<file path="src/hw/rtl/assert_macros.svh">
// Assertion macros shared by the RTL of the quantize and pack unit.
`ifndef ASSERT_MACROS_SVH
`define ASSERT_MACROS_SVH
`ifndef ASSERT_OFF
// Check a property on every rising edge outside reset.
`define ASSERT_CLK(lbl, clk, rst, prop, msg) \
  lbl: assert property (@(posedge clk) disable iff (rst) (prop)) else $error(msg);
// Check that a condition never holds outside reset.
`define ASSERT_NEVER(lbl, clk, rst, cond, msg) \
  lbl: assert property (@(posedge clk) disable iff (rst) !(cond)) else $error(msg);
`else
`define ASSERT_CLK(lbl, clk, rst, prop, msg)
`define ASSERT_NEVER(lbl, clk, rst, cond, msg)
`endif
`endif

</file>
<file path="src/hw/rtl/zlq_pkg.sv">
// Package: constants, types and the zigzag table of the quantize and pack unit.
`timescale 1ns / 1ps
package zlq_pkg;

  localparam int LEVEL_BITS        = 16;
  localparam int NUM_LEVELS        = 4;
  localparam int LEVEL_IDX_BITS    = 2;
  localparam int CODE_BITS         = 2;
  localparam int BLOCK_SIZE        = 16;
  localparam int ZZ_BITS           = 4;
  localparam int BLOCK_BITS        = BLOCK_SIZE * CODE_BITS;
  localparam int BYTES_PER_BLOCK   = 4;
  localparam int BYTE_IDX_BITS     = 2;
  localparam int QUEUE_DEPTH       = 2;
  localparam int COEF_BITS_DEFAULT = 16;
  localparam int CFG_INDEX_BITS    = 2;

  localparam logic [ZZ_BITS-1:0]        LAST_POS      = 4'd15;
  localparam logic [BYTE_IDX_BITS-1:0]  LAST_BYTE     = 2'd3;
  localparam logic [CODE_BITS-1:0]      CODE_MAX      = 2'b11;

  localparam logic [CFG_INDEX_BITS-1:0] REG_LEVEL_0 = 2'd0;
  localparam logic [CFG_INDEX_BITS-1:0] REG_LEVEL_1 = 2'd1;
  localparam logic [CFG_INDEX_BITS-1:0] REG_LEVEL_2 = 2'd2;
  localparam logic [CFG_INDEX_BITS-1:0] REG_LEVEL_3 = 2'd3;

  localparam logic signed [LEVEL_BITS-1:0] LEVEL_0_RESET = -16'sd384;
  localparam logic signed [LEVEL_BITS-1:0] LEVEL_1_RESET = -16'sd128;
  localparam logic signed [LEVEL_BITS-1:0] LEVEL_2_RESET = 16'sd128;
  localparam logic signed [LEVEL_BITS-1:0] LEVEL_3_RESET = 16'sd384;

  // One finished block handed from the front to the queue.
  typedef struct packed {
    logic                  push;
    logic [BLOCK_BITS-1:0] word;
  } blk_push_t;

  // Raster index (row * 4 + col) to zigzag index.
  function automatic logic [ZZ_BITS-1:0] raster_to_zz(input logic [ZZ_BITS-1:0] pos);
    logic [ZZ_BITS-1:0] zz;
    unique case (pos)
      4'd0:    zz = 4'd0;
      4'd1:    zz = 4'd1;
      4'd2:    zz = 4'd5;
      4'd3:    zz = 4'd6;
      4'd4:    zz = 4'd2;
      4'd5:    zz = 4'd4;
      4'd6:    zz = 4'd7;
      4'd7:    zz = 4'd12;
      4'd8:    zz = 4'd3;
      4'd9:    zz = 4'd8;
      4'd10:   zz = 4'd11;
      4'd11:   zz = 4'd13;
      4'd12:   zz = 4'd9;
      4'd13:   zz = 4'd10;
      4'd14:   zz = 4'd14;
      default: zz = 4'd15;
    endcase
    return zz;
  endfunction

endpackage

</file>
<file path="src/hw/rtl/zlq_front.sv">
// Front end: level registers, two-stage quantizer and zigzag code store.
`timescale 1ns / 1ps
module zlq_front #(
  parameter int COEF_BITS = zlq_pkg::COEF_BITS_DEFAULT
) (
  input  logic                                  clk,
  input  logic                                  rst,
  input  logic                                  cfg_we,
  input  logic [zlq_pkg::CFG_INDEX_BITS-1:0]    cfg_index,
  input  logic signed [zlq_pkg::LEVEL_BITS-1:0] cfg_data,
  input  logic                                  in_valid,
  output logic                                  in_ready,
  input  logic signed [COEF_BITS-1:0]           coef_value,
  input  logic                                  q_full,
  output zlq_pkg::blk_push_t                    blk_push
);

  localparam int VW = ((COEF_BITS > zlq_pkg::LEVEL_BITS) ? COEF_BITS : zlq_pkg::LEVEL_BITS) + 2;

  logic signed [zlq_pkg::LEVEL_BITS-1:0] level [zlq_pkg::NUM_LEVELS];
  logic [zlq_pkg::ZZ_BITS-1:0]           pos;
  logic [zlq_pkg::CODE_BITS-1:0]         code_store [zlq_pkg::BLOCK_SIZE];

  logic                                  s1_valid;
  logic signed [VW-1:0]                  s1_v;
  logic signed [zlq_pkg::LEVEL_BITS-1:0] s1_lo_lvl;
  logic signed [zlq_pkg::LEVEL_BITS-1:0] s1_hi_lvl;
  logic [zlq_pkg::LEVEL_IDX_BITS-1:0]    s1_lo_idx;
  logic [zlq_pkg::ZZ_BITS-1:0]           s1_zz;
  logic                                  s1_last;

  logic signed [VW-1:0]                  v_in;
  logic                                  above_1;
  logic                                  above_2;
  logic                                  in_xfer;
  logic                                  s1_adv;
  logic signed [VW-1:0]                  diff_lo;
  logic signed [VW-1:0]                  diff_hi;
  logic [zlq_pkg::CODE_BITS-1:0]         code;

  always_ff @(posedge clk) begin
    if (rst) begin
      level[0] <= zlq_pkg::LEVEL_0_RESET;
      level[1] <= zlq_pkg::LEVEL_1_RESET;
      level[2] <= zlq_pkg::LEVEL_2_RESET;
      level[3] <= zlq_pkg::LEVEL_3_RESET;
    end else if (cfg_we) begin
      unique case (cfg_index)
        zlq_pkg::REG_LEVEL_0: level[0] <= cfg_data;
        zlq_pkg::REG_LEVEL_1: level[1] <= cfg_data;
        zlq_pkg::REG_LEVEL_2: level[2] <= cfg_data;
        default:              level[3] <= cfg_data;
      endcase
    end
  end

  // Stage 1: binary search for the bracketing pair.
  assign v_in    = VW'(coef_value);
  assign above_1 = VW'(level[1]) < v_in;
  assign above_2 = VW'(level[2]) < v_in;
  assign s1_adv   = s1_valid && !(s1_last && q_full);
  assign in_ready = !s1_valid || s1_adv;
  assign in_xfer  = in_valid && in_ready;

  always_ff @(posedge clk) begin
    if (rst) begin
      pos      <= '0;
      s1_valid <= 1'b0;
    end else begin
      if (in_xfer) begin
        pos <= pos + 1'b1;
      end
      if (in_xfer) begin
        s1_valid <= 1'b1;
      end else if (s1_adv) begin
        s1_valid <= 1'b0;
      end
    end
  end

  always_ff @(posedge clk) begin
    if (in_xfer) begin
      s1_v    <= v_in;
      s1_zz   <= zlq_pkg::raster_to_zz(pos);
      s1_last <= (pos == zlq_pkg::LAST_POS);
      priority if (above_1 && above_2) begin
        s1_lo_idx <= 2'd2;
        s1_lo_lvl <= level[2];
        s1_hi_lvl <= level[3];
      end else if (above_1) begin
        s1_lo_idx <= 2'd1;
        s1_lo_lvl <= level[1];
        s1_hi_lvl <= level[2];
      end else begin
        s1_lo_idx <= 2'd0;
        s1_lo_lvl <= level[0];
        s1_hi_lvl <= level[1];
      end
    end
  end

  // Stage 2: lower level wins only when strictly nearer.
  assign diff_lo = s1_v - VW'(s1_lo_lvl);
  assign diff_hi = VW'(s1_hi_lvl) - s1_v;
  assign code    = (diff_lo < diff_hi) ? s1_lo_idx : (s1_lo_idx + 1'b1);

  always_ff @(posedge clk) begin
    if (s1_adv) begin
      code_store[s1_zz] <= code & zlq_pkg::CODE_MAX;
    end
  end

  // Merge the final code so the block leaves in the same cycle it completes.
  always_comb begin
    blk_push.push = s1_adv && s1_last;
    for (int i = 0; i < zlq_pkg::BLOCK_SIZE; i++) begin
      blk_push.word[i*zlq_pkg::CODE_BITS +: zlq_pkg::CODE_BITS] =
        (s1_zz == zlq_pkg::ZZ_BITS'(i)) ? code : code_store[i];
    end
  end

endmodule

</file>
<file path="src/hw/rtl/zlq_queue.sv">
// Short block queue between the front end and the byte emitter.
`timescale 1ns / 1ps
`include "assert_macros.svh"
module zlq_queue (
  input  logic                           clk,
  input  logic                           rst,
  input  zlq_pkg::blk_push_t             blk_push,
  output logic                           full,
  output logic                           q_valid,
  output logic [zlq_pkg::BLOCK_BITS-1:0] q_word,
  input  logic                           pop
);

  localparam int PTR_BITS = (zlq_pkg::QUEUE_DEPTH > 1) ? $clog2(zlq_pkg::QUEUE_DEPTH) : 1;
  localparam int CNT_BITS = $clog2(zlq_pkg::QUEUE_DEPTH + 1);

  logic [zlq_pkg::BLOCK_BITS-1:0] mem [zlq_pkg::QUEUE_DEPTH];
  logic [PTR_BITS-1:0]            wr_ptr;
  logic [PTR_BITS-1:0]            rd_ptr;
  logic [CNT_BITS-1:0]            count;

  assign full    = (count == CNT_BITS'(zlq_pkg::QUEUE_DEPTH));
  assign q_valid = (count != '0);
  assign q_word  = mem[rd_ptr];

  always_ff @(posedge clk) begin
    if (blk_push.push) begin
      mem[wr_ptr] <= blk_push.word;
    end
  end

  always_ff @(posedge clk) begin
    if (rst) begin
      wr_ptr <= '0;
      rd_ptr <= '0;
      count  <= '0;
    end else begin
      if (blk_push.push) begin
        wr_ptr <= (wr_ptr == PTR_BITS'(zlq_pkg::QUEUE_DEPTH - 1)) ? '0 : wr_ptr + 1'b1;
      end
      if (pop) begin
        rd_ptr <= (rd_ptr == PTR_BITS'(zlq_pkg::QUEUE_DEPTH - 1)) ? '0 : rd_ptr + 1'b1;
      end
      unique case ({blk_push.push, pop})
        2'b10:   count <= count + 1'b1;
        2'b01:   count <= count - 1'b1;
        default: count <= count;
      endcase
    end
  end

  `ASSERT_NEVER(a_no_push_full, clk, rst, blk_push.push && full && !pop, "push into full queue")
  `ASSERT_NEVER(a_no_pop_empty, clk, rst, pop && !q_valid, "pop from empty queue")
  `ASSERT_NEVER(a_count_bound, clk, rst, count > CNT_BITS'(zlq_pkg::QUEUE_DEPTH), "count overflow")

endmodule

</file>
<file path="src/hw/rtl/zlq_back.sv">
// Byte emitter: unpacks one queued block into four output bytes.
`timescale 1ns / 1ps
`include "assert_macros.svh"
module zlq_back (
  input  logic                           clk,
  input  logic                           rst,
  input  logic                           q_valid,
  input  logic [zlq_pkg::BLOCK_BITS-1:0] q_word,
  output logic                           pop,
  output logic                           out_valid,
  input  logic                           out_ready,
  output logic [7:0]                     packed_byte,
  output logic                           last_of_block
);

  logic                              busy;
  logic [zlq_pkg::BLOCK_BITS-1:0]    blk;
  logic [zlq_pkg::BYTE_IDX_BITS-1:0] byte_idx;
  logic                              out_xfer;
  logic                              at_last;

  assign at_last       = (byte_idx == zlq_pkg::LAST_BYTE);
  assign out_valid     = busy;
  assign packed_byte   = blk[byte_idx*8 +: 8];
  assign last_of_block = at_last;
  assign out_xfer      = busy && out_ready;
  assign pop           = q_valid && (!busy || (out_xfer && at_last));

  always_ff @(posedge clk) begin
    if (rst) begin
      busy     <= 1'b0;
      byte_idx <= '0;
    end else begin
      priority if (pop) begin
        busy     <= 1'b1;
        byte_idx <= '0;
      end else if (out_xfer) begin
        byte_idx <= byte_idx + 1'b1;
        if (at_last) begin
          busy <= 1'b0;
        end
      end
    end
  end

  always_ff @(posedge clk) begin
    if (pop) begin
      blk <= q_word;
    end
  end

  `ASSERT_CLK(a_wrap_after_last, clk, rst, out_xfer && at_last |=> byte_idx == '0,
              "byte index did not wrap after last byte")
  `ASSERT_CLK(a_hold_on_stall, clk, rst, busy && !out_ready |=> $stable(byte_idx) && busy,
              "emitter advanced while stalled")

endmodule

</file>
<file path="src/hw/rtl/zigzag_level_quantize_pack_unit.sv">
// Top level of the zigzag 2-bit level quantizer and code packer.
`timescale 1ns / 1ps
// Usage:
//   Input channel (in_valid/in_ready/coef_value): one signed Q8.8 coefficient
//   per transfer, row-major within each 4x4 block. One transfer per cycle is
//   sustained; in_ready drops only when a block completes while the block
//   queue is full.
//   Output channel (out_valid/out_ready/packed_byte/last_of_block): four bytes
//   per block, four zigzag codes each, first code in bits 1:0; last_of_block
//   marks the fourth byte.
//   Config port (cfg_we/cfg_index/cfg_data): writes level_0..level_3, chosen
//   by cfg_index; write only while the block is idle.
//   The sixteenth coefficient of a block passes the quantizer stage register,
//   the block queue and the emitter register before the block's first byte
//   is valid. Throughput: one coefficient per cycle while the queue has room,
//   set by the two-stage quantizer; the emitter sends four bytes per block.
//   A two-entry block queue lets the emitter stall for up to two blocks
//   before the input side backs up.
//   Reset (rst, synchronous): levels return to -384/-128/128/384, the block
//   position returns to raster 0 and queued blocks are dropped.
module zigzag_level_quantize_pack_unit #(
  parameter int COEF_BITS = zlq_pkg::COEF_BITS_DEFAULT
) (
  input  logic                                  clk,
  input  logic                                  rst,
  input  logic                                  cfg_we,
  input  logic [zlq_pkg::CFG_INDEX_BITS-1:0]    cfg_index,
  input  logic signed [zlq_pkg::LEVEL_BITS-1:0] cfg_data,
  input  logic                                  in_valid,
  output logic                                  in_ready,
  input  logic signed [COEF_BITS-1:0]           coef_value,
  output logic                                  out_valid,
  input  logic                                  out_ready,
  output logic [7:0]                            packed_byte,
  output logic                                  last_of_block
);

  zlq_pkg::blk_push_t             blk_push;
  logic                           q_full;
  logic                           q_valid;
  logic [zlq_pkg::BLOCK_BITS-1:0] q_word;
  logic                           q_pop;

  // Quantize and collect codes at their zigzag slots.
  zlq_front #(
    .COEF_BITS(COEF_BITS)
  ) u_front (
    .clk        (clk),
    .rst        (rst),
    .cfg_we     (cfg_we),
    .cfg_index  (cfg_index),
    .cfg_data   (cfg_data),
    .in_valid   (in_valid),
    .in_ready   (in_ready),
    .coef_value (coef_value),
    .q_full     (q_full),
    .blk_push   (blk_push)
  );

  // Hold finished blocks so either side can stall alone.
  zlq_queue u_queue (
    .clk      (clk),
    .rst      (rst),
    .blk_push (blk_push),
    .full     (q_full),
    .q_valid  (q_valid),
    .q_word   (q_word),
    .pop      (q_pop)
  );

  // Emit four bytes per block.
  zlq_back u_back (
    .clk           (clk),
    .rst           (rst),
    .q_valid       (q_valid),
    .q_word        (q_word),
    .pop           (q_pop),
    .out_valid     (out_valid),
    .out_ready     (out_ready),
    .packed_byte   (packed_byte),
    .last_of_block (last_of_block)
  );

endmodule

</file>
<file path="config.mk">
export PLATFORM = sky130hd
export DESIGN_NAME = zigzag_level_quantize_pack_unit
export DESIGN_NICKNAME = d
export VERILOG_FILES = /design/src/hw/rtl/zlq_pkg.sv /design/src/hw/rtl/zlq_front.sv /design/src/hw/rtl/zlq_queue.sv /design/src/hw/rtl/zlq_back.sv /design/src/hw/rtl/zigzag_level_quantize_pack_unit.sv
export VERILOG_INCLUDE_DIRS = /design/src /design/src/hw/rtl
export SDC_FILE = /design/constraint.sdc
export NUM_CORES = 1
export LEC_CHECK = 0
export ABC_AREA = 1
export ABC_CLOCK_PERIOD_IN_PS = 3600
export BUFFER_PORTS_ARGS = -buffer_cell sky130_fd_sc_hd__clkbuf_2
export CAP_MARGIN = 20
export CORE_ASPECT_RATIO = 0.75
export CORE_MARGIN = 5
export CORE_UTILIZATION = 52
export CTS_BUF_LIST = sky130_fd_sc_hd__clkbuf_16
export DETAILED_ROUTE_END_ITERATION = 10
export PLACE_DENSITY = 0.83
export SKIP_CTS_REPAIR_TIMING = 1
export SYNTH_ARGS = -nofsm -noshare
export SYNTH_HDL_FRONTEND = slang
export SYNTH_SLANG_ARGS = --single-unit
export TNS_END_PERCENT = 50
</file>
<file path="constraint.sdc">
create_clock -name clk -period 3.6 [get_ports clk]
set_clock_uncertainty 0.05 [all_clocks]
set_input_delay 0.72 -clock clk [delete_from_list [all_inputs] [get_ports clk]]
set_output_delay 0.72 -clock clk [all_outputs]
set_load 0.05 [all_outputs]
</file>
==> impl_metrics.yaml <==
synth:
  synth_top_area_frac: 0.5501
  yosys-top-cells-area: "edfxtp_1, nand2_1, ha_1, nand3_1, inv_1"
  synthArstFlopShare: 0
  synth_top_flop_cell: "edfxtp_1"
  avgSynthCellArea_um2: 9.508
  syn_inst: 1418
  syn_nets: 1544
  synth-warning-count: 0
  synth_edf_count: 247
  synth_top_area_cell: "edfxtp_1"
  yosysMostFrequentCell: "nand2_1"
  yosysUniqueCellTypes: 38
  synth_commonest_cells: "nand2_1, edfxtp_1, inv_1"
  ys_ff_latch: 259
  synth_area_mm2: 0.01348
  seq_area_frac_synth: 0.5679
critical_path:
  crit_arrival_ns: 3.83
  worstPathMaxFanout: 16
  cp-start-kind: "flip-flop"
  critical_path_class: "reg -> reg"
  rrSetupSlack_ns: -0.009
  crit_path_end_kind: "flip-flop"
  crit_required_ns: 3.82
layout:
  fillers: 2053
  seqCellArea_mm2: 0.007657
  syn_to_final_growth_pct: 13.92
  final_nets: 1610
  multi_input_area_mm2: 0.005334
  final_layout_size_suffix_gt1_frac: 0.1344
clock_tree:
  clkLatencyLatePin_ns: 0.53
  h-tree-depth: 1
  cts-root-buf: "clkbuf_16"
  cts_max_path_buffers: 3
  numCtsBuffers: 25
  clock_sinks: 259
  cts_tree: "built"
  clk_pin_slew_worst_paths_ns: 0.06
global_route:
  grt_pass1_vias: 9420
  antenna_found_initial: 2
  grt_max_degree: 34
  grt_pass1_wl_um: 48540
  grt-ovfl-total: 0
  gr-usage-all-layers: 0.2045
floorplanning:
  die_y_um: 149.5
  design.core.area_mm2: 0.02578
  io-pin-count: 50
  chipWidth_um: 195.9
  num_rows: 51
  dieArea_mm2: 0.02928
  initial_core_util: 0.5230
timing:
  fmax_mhz: 277.0
  slew_violations: 0
  setup_viol: 10
  fin_setup_tns_ns: -0.02583
  finalCriticalPeriod_ns: 3.609
  worst_pin_slew_ns: 0.7242
  hold_viol_final: 0
  rsz0062_at_grt: "yes"
  fin_ws_ns: -0.009499
  period_share: 1.003
  whs_ns: 0.3517
  max_slew_margin: 0.5160
worst_hold_path:
  worst_hold_path_type: "in -> reg"
place:
  hpwl_um: 22010
  port_buffers: 49
  place.gp.congestion: 0.8927
routing:
  num_vias: 10190
  first_pass_iters: 5
  drt-initial-drc-count: 949
  ant_nets: 0
  totalWireLength_um: 31520
  vias_per_cell: 5.515
  route.detailed.drc: 0
  wire_per_inst_um: 17.06
outcome:
  violations: "negative setup slack"
  status: "complete, but fails checks"
power_and_ir_drop:
  max-vdd-ir-drop_v: 0.0003913
  p_leak_nw: 6.751
  p_per_area_mw_per_mm2: 656.1
job:
  drv_cap: 0
## critical path, cell delays in order (launching register included)
cell and delay, ns:
edfxtp_1 0.40, inv_1 0.08, ha_2 0.17, inv_2 0.04
fa_2 0.36, nand3_2 0.08, nand3_2 0.08, a21boi_2 0.19
buf_4 0.16, o211ai_1 0.10, xor2_1 0.17, ha_1 0.20
nand2_1 0.08, inv_1 0.05, o21ai_0 0.14, nand2_1 0.08
a21oi_2 0.17, nand4_1 0.18, nand3_1 0.16, nand2_2 0.10
buf_12 0.17, nand2_1 0.08, nand2_2 0.07
## registers in the layout, indices dropped and copies added, names as in the netlist
| register | cells |
|---|---|
| u_front.level | 64 |
| u_front.s1_hi_lvl | 16 |
| u_queue.count | 2 |
| u_queue.wr_ptr | 1 |
| u_back.out_valid | 1 |
| u_front.pos | 4 |
| u_front.s1_lo_idx | 2 |
| u_front.s1_zz | 4 |
| u_front.s1_lo_lvl | 16 |
| u_front.s1_last | 1 |
| u_front.code_store | 32 |
| u_back.blk | 32 |
| u_queue.rd_ptr | 1 |
| u_front.s1_valid | 1 |
| u_front.s1_v | 16 |
| u_queue.mem | 64 |
| u_back.byte_idx | 2 |
## layout by cell type (no fill, tap or decap), types with 7 or more instances in the layout
cell type    n
nand2_1    388
edfxtp_1   247
inv_1      166
nor2_1     120
nand3_1    120
ha_1        75
a21oi_1     50
clkbuf_2    49
o21ai_0     37
clkbuf_16   27
xor2_1      25
nand2_2     23
nand3_2     23
buf_4       23
dfxtp_1     12
nor3_1      11
o22ai_1      8
nand4_1      7
a31oi_1      7
ha_4         7
## layout make-up
cell class,instances,area share
well taps,344,0.02802
diodes,1,0.0001629
inverters,164,0.04008
clock buffers,25,0.04073
multi-input cells,954,0.3473
clock inverters,21,0.008961
repair buffers,80,0.03625
flip-flops and latches,259,0.4985
## per-layer routing
layer / track usage / routed length (um)
met5: 0 / 0
met1: 0.3170 / 14170
met4: 0.04990 / 628
met3: 0.02971 / 2960
met2: 0.3057 / 13760
## cells by family (layout without fill, tap and decap cells)
logic type,after synthesis,in the layout,synth area share
buf+inv,205,290,0.06143
compound gates,127,127,0.05113
simple gates,709,709,0.2175
flops,259,259,0.5679
other cells,0,1,0
xor+xnor,31,31,0.02014
fa+ha+maj,87,87,0.08185
## worst paths after layout
kind / from / end / cells after the start
setup reg to reg: u_front.s1_hi_lvl[0] / u_queue.mem[1][13] / 22
hold reg to reg: u_queue.mem[0][24] / u_back.blk[24] / 2
hold / removal: coef_value[14] / u_front.s1_v[14] / 1
setup / recovery: u_front.s1_hi_lvl[0] / u_queue.mem[1][13] / 22
## stage by stage
| step | setup slack [ns] | power, mW | instance area (um^2) | utilization | cells |
|---|---|---|---|---|---|
| global placement | 0.06044 | 7.009 | 14130 | 0.5482 | 1791 |
| CTS | -0.1304 | 9.568 | 14900 | 0.5778 | 1837 |
| global route | -0.2356 | 10.61 | 15360 | 0.5958 | 1848 |
| floorplan | 0.1074 | 6.174 | 13480 | - | 1418 |
| detailed placement | -0.1278 | 7.140 | 14130 | 0.5482 | 1791 |
| finish | -0.009499 | 10.08 | 15360 | 0.5958 | 1848 |
## report_power, final
part | switching (mW) | internal (mW) | leakage [nW]
sequential | 0.182 | 3.94 | 2.44
combinational | 2.31 | 1.21 | 3.91
clock | 1.09 | 1.35 | 0.403
No activity file was read; power rests on OpenSTA's default activity.
